===== config.mk =====
export PLATFORM = sky130hd
export DESIGN_NAME = dsu_front
export DESIGN_NICKNAME = d
export VERILOG_FILES = /design/src/design/dsu_pkg.sv /design/src/design/dsu_front.sv
export SDC_FILE = /design/constraint.sdc
export NUM_CORES = 1
export LEC_CHECK = 0
export ABC_CLOCK_PERIOD_IN_PS = 3800
export BUFFER_PORTS_ARGS = -buffer_cell sky130_fd_sc_hd__clkbuf_2
export CORE_ASPECT_RATIO = 1.75
export CORE_MARGIN = 1.5
export CORE_UTILIZATION = 45
export CTS_BUF_LIST = sky130_fd_sc_hd__clkbuf_4
export DETAILED_ROUTE_END_ITERATION = 6
export PLACE_DENSITY = 0.69
export SLEW_MARGIN = 20
export SYNTH_ARGS = -nofsm -noshare
export SYNTH_HDL_FRONTEND = slang
export SYNTH_SLANG_ARGS = --single-unit

===== constraint.sdc =====
create_clock -name clk -period 3.8 [get_ports clk]
set_input_delay 0.38 -clock clk [delete_from_list [all_inputs] [get_ports clk]]
set_output_delay 0.38 -clock clk [all_outputs]
set_load 0.01 [all_outputs]

===== src/design/dsu_pkg.sv =====
// Shared types, sizes and helpers for the disjoint-set engine.
// No dependencies; dsu_front, dsu_back and the top-level file import this package.
`default_nettype none

package dsu_pkg;

	// element index width fixed by the item fields
	localparam int unsigned IDX_W = 10;
	// number of elements held in the parent table
	localparam int unsigned NUM_ELEMS = 1024;
	// table rows actually reachable with an index of IDX_W bits
	localparam int unsigned MEM_DEPTH = (NUM_ELEMS < (2 ** IDX_W)) ? NUM_ELEMS : (2 ** IDX_W);
	localparam int unsigned ADDR_W = (MEM_DEPTH > 1) ? $clog2(MEM_DEPTH) : 1;

	// command queue between front and back
	localparam int unsigned QDEPTH = 2;
	localparam int unsigned QPTR_W = (QDEPTH > 1) ? $clog2(QDEPTH) : 1;
	localparam int unsigned QCNT_W = $clog2(QDEPTH + 1);

	typedef logic [IDX_W-1:0] idx_t;
	typedef logic [ADDR_W-1:0] addr_t;

	typedef enum logic {
		OP_FIND  = 1'b0,
		OP_UNION = 1'b1
	} op_t;

	// one queued command
	typedef struct packed {
		op_t  op;
		idx_t elem_a;
		idx_t elem_b;
	} cmd_t;

	// head of the queue as seen by the back end
	typedef struct packed {
		logic valid;
		cmd_t cmd;
	} head_t;

	// back end status toward the front end
	typedef struct packed {
		logic clearing;
		logic pop;
	} back_stat_t;

	typedef enum logic [2:0] {
		ST_CLEAR,
		ST_IDLE,
		ST_WALK,
		ST_COMPRESS,
		ST_FINISH
	} back_state_t;

	// an element outside the table is a permanent root
	function automatic logic in_table(idx_t e);
		return 32'(e) < NUM_ELEMS;
	endfunction

	function automatic addr_t to_addr(idx_t e);
		return e[ADDR_W-1:0];
	endfunction

endpackage

`default_nettype wire


===== src/design/dsu_front.sv =====
// Front end: takes request words, classifies them and queues commands.
// Depends on dsu_pkg.
`default_nettype none

module dsu_front (
	input  wire logic                clk,
	input  wire logic                arst_n,
	input  wire logic                in_valid,
	output logic                     in_stall,
	input  wire logic                kind,
	input  wire dsu_pkg::idx_t       elem_a,
	input  wire dsu_pkg::idx_t       elem_b,
	input  wire dsu_pkg::back_stat_t stat,
	output dsu_pkg::head_t           head
);
	import dsu_pkg::*;

	cmd_t              ent_q [QDEPTH];
	logic [QPTR_W-1:0] wr_ptr_q;
	logic [QPTR_W-1:0] rd_ptr_q;
	logic [QCNT_W-1:0] count_q;
	logic              push;
	cmd_t              new_cmd;

	// no new word while the queue is full or the table is being cleared
	assign in_stall = (count_q == QCNT_W'(QDEPTH)) || stat.clearing;
	assign push     = in_valid && !in_stall;

	// classify the request
	always_comb begin
		new_cmd.op     = kind ? OP_UNION : OP_FIND;
		new_cmd.elem_a = elem_a;
		new_cmd.elem_b = elem_b;
	end

	assign head.valid = (count_q != '0);
	assign head.cmd   = ent_q[rd_ptr_q];

	// queue pointers and fill count
	always_ff @(posedge clk or negedge arst_n) begin
		if (!arst_n) begin
			wr_ptr_q <= '0;
			rd_ptr_q <= '0;
			count_q  <= '0;
		end else begin
			if (push) begin
				wr_ptr_q <= (wr_ptr_q == QPTR_W'(QDEPTH - 1)) ? '0 : wr_ptr_q + 1'b1;
			end
			if (stat.pop) begin
				rd_ptr_q <= (rd_ptr_q == QPTR_W'(QDEPTH - 1)) ? '0 : rd_ptr_q + 1'b1;
			end
			if (push && !stat.pop) begin
				count_q <= count_q + 1'b1;
			end else if (!push && stat.pop) begin
				count_q <= count_q - 1'b1;
			end
		end
	end

	// queue storage
	always_ff @(posedge clk) begin
		if (push) begin
			ent_q[wr_ptr_q] <= new_cmd;
		end
	end

endmodule

`default_nettype wire


## Word level (Yosys, flattened, before mapping)

Memory sizes are Yosys's and may differ from the RTL's.
Cells that the tools add are included.

- Output and inout port bits: 23
- Memories: 1
- Input bits: 26
- RAM bits: 42
- Word-level logic and storage cells: 25
- Register bits: 4

Memory list:

| name | words | width | read ports | clocked after Yosys merged registers in | wr ports | RTL line | RTL |
|---|---|---|---|---|---|---|---|
| ent_q | 2 | 21 | 1 | 0 | 1 | dsu_front.sv:18 | `cmd_t ent_q [QDEPTH];` |

- Add/sub/neg operators: 4
- Reduce and logical (&&, ||, !) cells: 9
- Mux-type cells: 7
- Eq/ne operators: 1

Operator list:

| operator | number |
|---|---|
| two-way mux 1 bit | 5 |
| two-way mux 2 bit | 2 |
| nonzero test 2 bit | 2 |
| logical AND 1 bit | 3 |
| zero test 1 bit | 3 |
| adder 1 bit, second input constant | 2 |
| adder 2 x 1 -> 2 bit, second input constant | 1 |
| equality test 2 bit, second input constant | 1 |
| subtractor 2 x 1 -> 2 bit, second input constant | 1 |
| logical OR 1 bit | 1 |

## Logic depth before layout (Yosys ltp)

Gate-level depths: netlist of the first run.

- Word-level depth: 8
- Mapped depth: 7
- Mapped depth without buffers: 7

## Least setup slack after synthesis of the first run

OpenSTA, ideal clock, no wires.

- Path kind: reg2reg
- Start: register count_q[0]
- End: memory ent_q[0][0] (netlist name) (enable)
- Path slack: 1864 ps
- Data required time: 3401 ps
- Arrival time: 1538 ps
- Library setup time: 399 ps
- Buffers on the path: 0
- Clock period less this slack: 1936 ps
- Cell stages (with the launch flop): 4
- Cells stage by stage: dfrtp_1 -> nand2b_4 -> nand3b_4 -> nor2_1

- Cells in the longest elaborated chain, start to end: 6

RTL lines:

| what | RTL line | RTL |
|---|---|---|
| start: declaration | dsu_front.sv:21 | `logic [QCNT_W-1:0] count_q;` |
| start signal: assignment | dsu_front.sv:53 | `count_q <= count_q + 1'b1;` |
| start signal: assignment | dsu_front.sv:55 | `count_q <= count_q - 1'b1;` |
| equality test 2 bit | dsu_front.sv:26 | `assign in_stall = (count_q == QCNT_W'(QDEPTH)) \|\| stat.clearing;` |
| logical OR 1 bit | dsu_front.sv:26 |  |
| zero test 1 bit | dsu_front.sv:27 | `assign push = in_valid && !in_stall;` |
| logical AND 1 bit | dsu_front.sv:27 |  |
| two-way mux 1 bit | dsu_front.sv:62 | `if (push) begin` |
| two-way mux 1 bit (not written as such) | dsu_front.sv:63 | `ent_q[wr_ptr_q] <= new_cmd;` |
| end: declaration | dsu_front.sv:18 |  |

Every way passes these cells.

==> impl_metrics.ini, run 1 <==
[sta]
slew_viol_final = 0
worstMarginPinSlew_ps = 996.4
fmax_mhz = 421.5
min_period_over_period = 0.6243
timing.setup.tns_ps = 0
whs_ps = 215.6
finalClockSkew_ps = 6.447
hold_viol = 0
setup_viol = 0
rsz0062_at_grt = false
finalCriticalPeriod_ps = 2372
relSlewSlack = 0.3357

[clock_tree]
numCtsBuffers = 5
clk_pin_slew_ps = 130
cts_root_buffer = clkbuf_4
cts.path.max_buffers = 2
clk_latency_ps = 340
cts_sinks = 46
htreeDepth = 2
cts_tree = done
post-cts-setup-buffers = 0

[synthesis]
synth_top_family_by_area = multiplexers
synth_compound_area_frac = 0
synthSimpleGateAreaFrac = 0.03308
syn_area_um2 = 1815
synth-adder-area-share = 0.006892
ys_ff_latch = 46
syn_inst = 84
synthMuxAreaShare = 0.1695
synth_warnings = 0
synth_nets = 111
yosys.area_share.xor_xnor = 0.02412
yosysUniqueCellTypes = 16
avgSynthCellArea_um2 = 21.61
ys_seq_area_frac = 0.7498

[global_route]
track_usage = 0.1351
first_global_vias = 960
antenna_found_initial = 0
grt_pass1_wl_mm = 4.243
gr-total-overflow = 0
grt_max_degree = 22

[routing]
drtIter0Drc = 30
num_vias = 878
antenna_left = 0
routedWlPerCell_um = 14.25
vias_per_cell = 4.670
firstDrtPassIters = 3
drc = 0
drt_wl_total_mm = 2.679

[layout]
n_antenna_cell = 0
nets = 166
drive_above_1_share = 0.5714
seq_area_um2 = 1361
syn_to_final_growth_pct = 22.54
multi_input_area_um2 = 431.7
fillers = 300
final_util = 0.5754

[setup_path]
critPathRequiredTime_ps = 3420
rrSetupSlack_ps = 1870
worst-path-max-fanout = 15
path_delay_family = flip-flops
critPathKind = flip-flop to output pin
slowest_delay_ps = 880
worstSetupEndpointType = output pin
endpoint = head[5]
slowest_stage = dfrtp_1
crit_buf_inv = 2
r2r-start = count_q[0]
r2r_cells = 4
crit_start = rd_ptr_q
r2r_end = ent_q[1][13]
crit_arrival_ps = 1990
start_kind = flip-flop
path_depth = 3
crit_path_cell_trace = buf_4 -> mux2_4 -> clkbuf_2

[place]
place_congestion = 0.6545
portBuffers = 48
dp_hpwl_mm = 1.920

[power]
power.leakage_uw = 0.0009301
power.density_nw_per_um2 = 672.3
ir_drop_mv = 0.4302

[flow_run]
maxCapViolCount = 0

[floorplanning]
pin_count = 49
fp.dieArea_um2 = 4440
start_util = 0.4696
coreArea_um2 = 3866
rows = 30
fp.dieW_um = 51.02
die_h_um = 87.03

[hold_path]
hold_path.class = input pin to flip-flop

[outcome]
status = finished, final reports clean
## metrics by stage
stage	area, µm²	worst slack, ps	std cells	total power (µW)
after floorplan	1815	1864	84	1026
after global placement	2103	1816	179	1141
after detailed placement	2103	1784	179	1157
after CTS	2220	1378	188	1512
after global routing	2225	1311	188	1573
final	2225	1428	188	1496
## timing repair
action	CTS	global route
hold buffers	1	0
endpoints found under the setup margin	0	0
endpoints found under the hold margin	4	0
gates resized for setup	0	0
## state kept, by name, summed over array words and instances (netlist names)
| register | cells |
|---|---|
| ent_q | 42 |
| rd_ptr_q | 1 |
| count_q | 2 |
| wr_ptr_q | 1 |
## synth_stat cells, drive strengths merged
master | number | share of area
dfrtp | 4 | 0.055
nor2 | 2 | 0.0041
xor2 | 3 | 0.014
nand3b | 1 | 0.011
mux2 | 21 | 0.17
edfxtp | 42 | 0.69
or2 | 1 | 0.0034
nand2b | 2 | 0.011
xnor2 | 2 | 0.0097
inv | 2 | 0.0041
and2 | 1 | 0.0034
buf | 2 | 0.012
ha | 1 | 0.0069
## metal layers
| metal | global-route usage | vias up | wire length [µm] | part of all wire |
|---|---|---|---|---|
| li1 | - | 427 | - | - |
| met1 | 0.1442 | 416 | 989 | 0.37 |
| met2 | 0.2349 | 30 | 1470 | 0.55 |
| met3 | 0.04124 | 5 | 165 | 0.062 |
| met4 | 0.06880 | 0 | 55 | 0.021 |
| met5 | 0 | - | 0 | 0 |
## power by group
part           switching (µW)  internal, µW  leakage, µW
Clock                     149           206    0.0000554
Sequential               74.0           638     0.000430
Combinational             182           247     0.000444
Total                     405          1090     0.000930
## cell families (layout without fill, tap and decap cells)
family | count (synthesis) | after routing
xor+xnor | 5 | 5
buf+inv | 4 | 60
fa+ha+maj | 1 | 1
simple gates | 7 | 7
mux | 21 | 21
flops | 46 | 46
## worst min path at each step
stage	depth (start not counted)	start	slack [ps]	to
finish	1	elem_a[8]	220	ent_q[1][18]
floorplan	0	arst_n	80	count_q[0]
global placement	1	arst_n	190	count_q[1]
detailed placement	1	arst_n	200	count_q[1]
global route	1	elem_a[4]	180	ent_q[0][14]
CTS	1	elem_a[8]	200	ent_q[1][18]
## layout make-up
cell class	instances	area share
Tap cell	48	0.02700
Clock buffer	5	0.01687
Clock inverter	3	0.03093
Sequential cell	46	0.6119
Timing Repair Buffer	50	0.1159
Multi-Input combinational cell	34	0.1940
Inverter	2	0.003375
## worst register-to-register path, cell delays in order, from the launching register on
cell and delay, ps:
dfrtp_1 440, nand2b_4 170, nand3b_4 110, inv_2 70
and2_1 780
## cells in the final DEF, fill, tap and decap left out
master         count
nand2b_1           1
xnor2_1            2
inv_1              1
or2_1              1
edfxtp_1          42
clkinv_4           1
clkbuf_4           5
nand3b_4           1
inv_2              1
mux2_4            19
bufinv_16          2
xor2_1             3
buf_4              1
mux2_1             2
clkbuf_2          48
nor2_4             1
ha_1               1
and2_1             1
nand2b_4           1
dlygate4sd3_1      1
nor2_1             1
dfrtp_1            4
(Power assumes the default switching activity.)
==> inputs of run 2 (changes only) <==
--- a/config.mk
+++ b/config.mk
@@ -5,14 +5,14 @@
 export SDC_FILE = /design/constraint.sdc
 export NUM_CORES = 1
 export LEC_CHECK = 0
-export ABC_CLOCK_PERIOD_IN_PS = 3800
+export ABC_CLOCK_PERIOD_IN_PS = 1900
 export BUFFER_PORTS_ARGS = -buffer_cell sky130_fd_sc_hd__clkbuf_2
 export CORE_ASPECT_RATIO = 1.75
 export CORE_MARGIN = 1.5
 export CORE_UTILIZATION = 45
 export CTS_BUF_LIST = sky130_fd_sc_hd__clkbuf_4
 export DETAILED_ROUTE_END_ITERATION = 6
-export PLACE_DENSITY = 0.69
+export PLACE_DENSITY = 0.72
 export SLEW_MARGIN = 20
 export SYNTH_ARGS = -nofsm -noshare
 export SYNTH_HDL_FRONTEND = slang
==> constraint.sdc (replaced) <==
create_clock -name clk -period 1.9 [get_ports clk]
set_input_delay 0.19 -clock clk [delete_from_list [all_inputs] [get_ports clk]]
set_output_delay 0.19 -clock clk [all_outputs]
set_load 0.01 [all_outputs]
==> impl_metrics.ini, run 2 (synthesis gave the netlist of run 1 again) <==
[outcome]
status = finished, final reports clean

[place]
place_congestion = 0.6984
place_area_um2 = 2141
portBuffers = 48
dp.cells = 184
dp_hpwl_mm = 2.116

[clock_tree]
cts_root_buffer = clkbuf_4
clk_pin_slew_ps = 130
cts_tree = done
htreeDepth = 2
numCtsBuffers = 5
cts.path.max_buffers = 2
post-cts-setup-buffers = 0
cts_sinks = 46
clk_latency_ps = 350

[routing]
routedWlPerCell_um = 14.06
antenna_left = 0
drt_wl_total_mm = 2.783
firstDrtPassIters = 2
drc = 0
vias_per_cell = 4.712
num_vias = 933
drtIter0Drc = 9

[global_route]
gr-total-overflow = 0
use_met1 = 0.1493
busiest_layer = met2
grt_pass1_wl_mm = 4.505
use_met3 = 0.03608
antenna_found_initial = 0
grt_max_degree = 15
first_global_vias = 998
met2_usage = 0.2491
track_usage = 0.1439

[layout]
final_cell_mix = clkbuf_2 (48), edfxtp_1 (42), mux2_4 (19)
final_cells = 198
largest_register_ffs = 42
nets = 176
syn_to_final_growth_pct = 24.60
design_area_um2 = 2262
n_antenna_cell = 0
top_regs = ent_q: 42 flops, count_q: 2 flops
final_util = 0.5851
drive_above_1_share = 0.5733
largest-register = ent_q
final_common_cell = clkbuf_2

[setup_path]
path_delay_family = flip-flops
critPathKind = flip-flop to output pin
r2r_end = ent_q[1][6]
rrSetupSlack_ps = 340
crit_buf_inv = 2
crit_path_cell_trace = buf_4 -> mux2_4 -> clkbuf_2
r2r-start = count_q[0]
slowest_stage = dfrtp_2
worstSetupEndpointType = output pin
crit_arrival_ps = 1540
r2r_cells = 5
slowest_delay_ps = 490
worst-path-max-fanout = 9
critPathRequiredTime_ps = 1710
start_kind = flip-flop

[hold_path]
holdCritStartpoint = elem_b[2]
min_to = ent_q[1][2]
hold_path_depth = 1
hold_path.class = input pin to flip-flop

[power]
ir_drop_mv = 0.7151
power.leakage_uw = 0.0009526
power.density_nw_per_um2 = 1229

[sta]
setup_viol = 0
finalClockSkew_ps = 17.34
whs_ps = 25.89
finalCriticalPeriod_ps = 1730
relSlewSlack = 0.7960
min_period_over_period = 0.9108
slew_viol_final = 0
fmax_mhz = 577.9
worstMarginPinSlew_ps = 305.7
timing.setup.tns_ps = 0
rsz0062_at_grt = false
hold_viol = 0

[floorplanning]
fp.dieArea_um2 = 4440
pin_count = 49
die_h_um = 87.03
rows = 30
start_util = 0.4696
fp.dieW_um = 51.02
coreArea_um2 = 3866

[flow_run]
maxCapViolCount = 0
[run 2: cell types whose count changed in the layout (fill, tap and decap cells not counted), sizes merged]
cell	before	now
dlygate4sd3	1	6
clkinv	1	0
buf	1	6
clkbuf	53	55
clkinvlp	0	1
bufinv	2	0
[run 2: layout make-up]
type | instances | area [µm²]
clock inverter | 1 | 7.507
multi-input combinational | 34 | 426.7
clock buffer | 7 | 52.55
sequential | 46 | 1363
inverter | 2 | 7.507
fill | 302 | 1604
timing repair buffer | 60 | 345.3
tap | 48 | 60.06
[run 2: repair_timing]
action | in CTS | in global routing
setup endpoints to repair | 0 | 14
resized for setup | 0 | 1
endpoints found under the hold margin | 4 | 9
hold buffers | 1 | 5
[run 2: routing by layer]
metal  part of all wire  vias to the layer above
li1                   -                      449
met1               0.36                      447
met2               0.56                       32
met3              0.048                        5
met4              0.024                        0
met5                  0                        -
[run 2: how the worst max path moves through the flow]
stage | slack (ps) | depth (start not counted) | from | to
floorplan | 280 | 4 | count_q[0] | ent_q[1][0]
global placement | 410 | 5 | count_q[0] | ent_q[1][6]
detailed placement | 340 | 5 | count_q[0] | ent_q[1][13]
CTS | 30 | 3 | rd_ptr_q | head[5]
global route | 80 | 3 | rd_ptr_q | head[7]
finish | 170 | 3 | rd_ptr_q | head[5]
[run 2: worst register-to-register path: cells and delay by family (launching register included)]
| family | cells | cell delay, ps |
|---|---|---|
| AND/OR/NAND/NOR | 3 | 530 |
| buffers and inverters | 2 | 300 |
| flip-flops | 1 | 440 |
[run 2: power by group]
part	total [µW]	leakage, µW	switching, µW	internal (µW)
clock	459	0.0000324	284	175
sequential	1370	0.000429	97.9	1280
combinational	948	0.000491	423	525
total	2780	0.000953	804	1980
[run 2: per-stage QoR]
step	power (µW)	setup WS, ps
finish	2781	169.6
global route	2943	77.98
CTS	2811	29.04
detailed placement	2356	336.0
global placement	2318	405.8
floorplan	2054	283.1
==> inputs of run 3 (changes only) <==
--- a/config.mk
+++ b/config.mk
@@ -6,13 +6,15 @@
 export NUM_CORES = 1
 export LEC_CHECK = 0
 export ABC_CLOCK_PERIOD_IN_PS = 1900
-export BUFFER_PORTS_ARGS = -buffer_cell sky130_fd_sc_hd__clkbuf_2
+export CELL_PAD_IN_SITES_DETAIL_PLACEMENT = 1
+export CELL_PAD_IN_SITES_GLOBAL_PLACEMENT = 2
 export CORE_ASPECT_RATIO = 1.75
 export CORE_MARGIN = 1.5
-export CORE_UTILIZATION = 45
+export CORE_UTILIZATION = 42
 export CTS_BUF_LIST = sky130_fd_sc_hd__clkbuf_4
 export DETAILED_ROUTE_END_ITERATION = 6
-export PLACE_DENSITY = 0.72
+export DONT_BUFFER_PORTS = 1
+export PLACE_DENSITY = 0.75
 export SLEW_MARGIN = 20
 export SYNTH_ARGS = -nofsm -noshare
 export SYNTH_HDL_FRONTEND = slang
==> impl_metrics.ini, run 3 (synthesis gave the netlist of run 1 again) <==
[floorplanning]
fp.dieW_um = 52.70
die_h_um = 89.98
fp.dieArea_um2 = 4742
pin_count = 49
coreArea_um2 = 4150
start_util = 0.4374
rows = 31

[clock_tree]
post-cts-setup-buffers = 0
cts_sinks = 46
cts_hold_buf = 24
numCtsBuffers = 5
htreeDepth = 2
cts_root_buffer = clkbuf_4
clk_pin_slew_ps = 110
cts_resized = 0
cts_tree = done
clk_latency_ps = 340
cts.path.max_buffers = 2

[routing]
drtIter0Drc = 14
firstDrtPassIters = 3
drt_wl_total_mm = 2.670
antenna_left = 0
routedWlPerCell_um = 16.08
num_vias = 826
vias_per_cell = 4.976
drc = 0

[layout]
nets = 143
n_antenna_cell = 0
design_area_um2 = 2173
syn_to_final_growth_pct = 19.71
final_util = 0.5237
largest-register = ent_q
top_regs = ent_q: 42 flops, count_q: 2 flops
final_common_cell = edfxtp_1
multi_input_area_um2 = 426.7
final_cell_mix = edfxtp_1 (42), dlygate4sd3_1 (24), mux2_4 (19)
seq_area_um2 = 1361
drive_above_1_share = 0.2821
fillers = 392
largest_register_ffs = 42

[place]
dp_hpwl_mm = 1.854
place_congestion = 0.6022
portBuffers = 0
place_area_um2 = 1879

[sta]
slew_viol_final = 0
hold_viol = 0
fmax_mhz = 592.0
finalClockSkew_ps = 8.579
worstMarginPinSlew_ps = 368.1
finalCriticalPeriod_ps = 1689
min_period_over_period = 0.8891
rsz0062_at_grt = false
setup_viol = 0
relSlewSlack = 0.7546
timing.setup.tns_ps = 0

[setup_path]
crit_buf_inv = 1
r2r_end = ent_q[1][20]
rrSetupSlack_ps = 390
crit_arrival_ps = 1500
crit_path_cell_trace = buf_4 -> mux2_1
slowest_delay_ps = 420
critPathKind = flip-flop to output pin
worstSetupEndpointType = output pin
worst-path-max-fanout = 21
slowest_stage = mux2_1
critPathRequiredTime_ps = 1710
r2r_cells = 5
start_kind = flip-flop
path_delay_family = multiplexers
r2r-start = count_q[0]

[flow_run]
maxCapViolCount = 0

[power]
power.leakage_uw = 0.0008151
ir_drop_mv = 0.9541
power.density_nw_per_um2 = 1186
finalPower_uw = 2578

[global_route]
gr-total-overflow = 0
grt_pass1_wl_mm = 4.402
antenna_found_initial = 0
track_usage = 0.1327
first_global_vias = 936
grt_max_degree = 22

[hold_path]
min_to = wr_ptr_q
hold_path.class = input pin to flip-flop
holdCritStartpoint = stat[1]
hold_path_depth = 2

[outcome]
status = finished, final reports clean
## run 3: worst max path at each step
stage | slack [ps] | from | end | cells past startpoint
final | 210 | rd_ptr_q | head[3] | 2
after global routing | 120 | rd_ptr_q | head[3] | 2
after CTS | 170 | rd_ptr_q | head[3] | 2
after detailed placement | 430 | count_q[0] | ent_q[1][20] | 5
after global placement | 490 | count_q[0] | ent_q[1][20] | 5
after floorplan | 280 | count_q[0] | ent_q[1][0] | 4
## run 3: worst reg2reg max path, stage by stage (launching register included)
cell and delay, ps:
dfrtp_1 450, nand2b_4 180, nand3b_4 100, inv_2 60, and2_1 120, buf_4 280
## run 3: per-stage QoR
| step | worst slack (ps) | hold WS [ps] | instances |
|---|---|---|---|
| 2_1_floorplan | 283.1 | -105.6 | 84 |
| 3_3_place_gp | 486.6 | -105.5 | 134 |
| 3_5_place_dp | 433.8 | -105.5 | 134 |
| 4_1_cts | 170.7 | 43.03 | 166 |
| 5_1_grt | 115.5 | 48.70 | 166 |
| 6_report | 210.7 | 60.00 | 166 |
## run 3: layer usage
layer	global-route usage	vias to the layer above	share of wire
li1	-	381	-
met1	0.1439	407	0.36
met2	0.2188	32	0.55
met3	0.05482	6	0.070
met4	0.05769	0	0.024
met5	0	-	0
## run 3: power breakdown
group	total (µW)	internal, µW	leakage, µW	switching (µW)
logic	804	405	0.000352	398
clock network	423	153	0.0000331	269
registers	1350	1280	0.000430	76.7
## run 3: layout make-up
| type | count | area share |
|---|---|---|
| multi-input combinational | 34 | 0.1963 |
| clock inverter | 2 | 0.004030 |
| clock buffer | 6 | 0.02073 |
| timing repair buffer | 27 | 0.1209 |
| inverter | 2 | 0.003454 |
| sequential | 46 | 0.6264 |
| tap | 49 | 0.02821 |
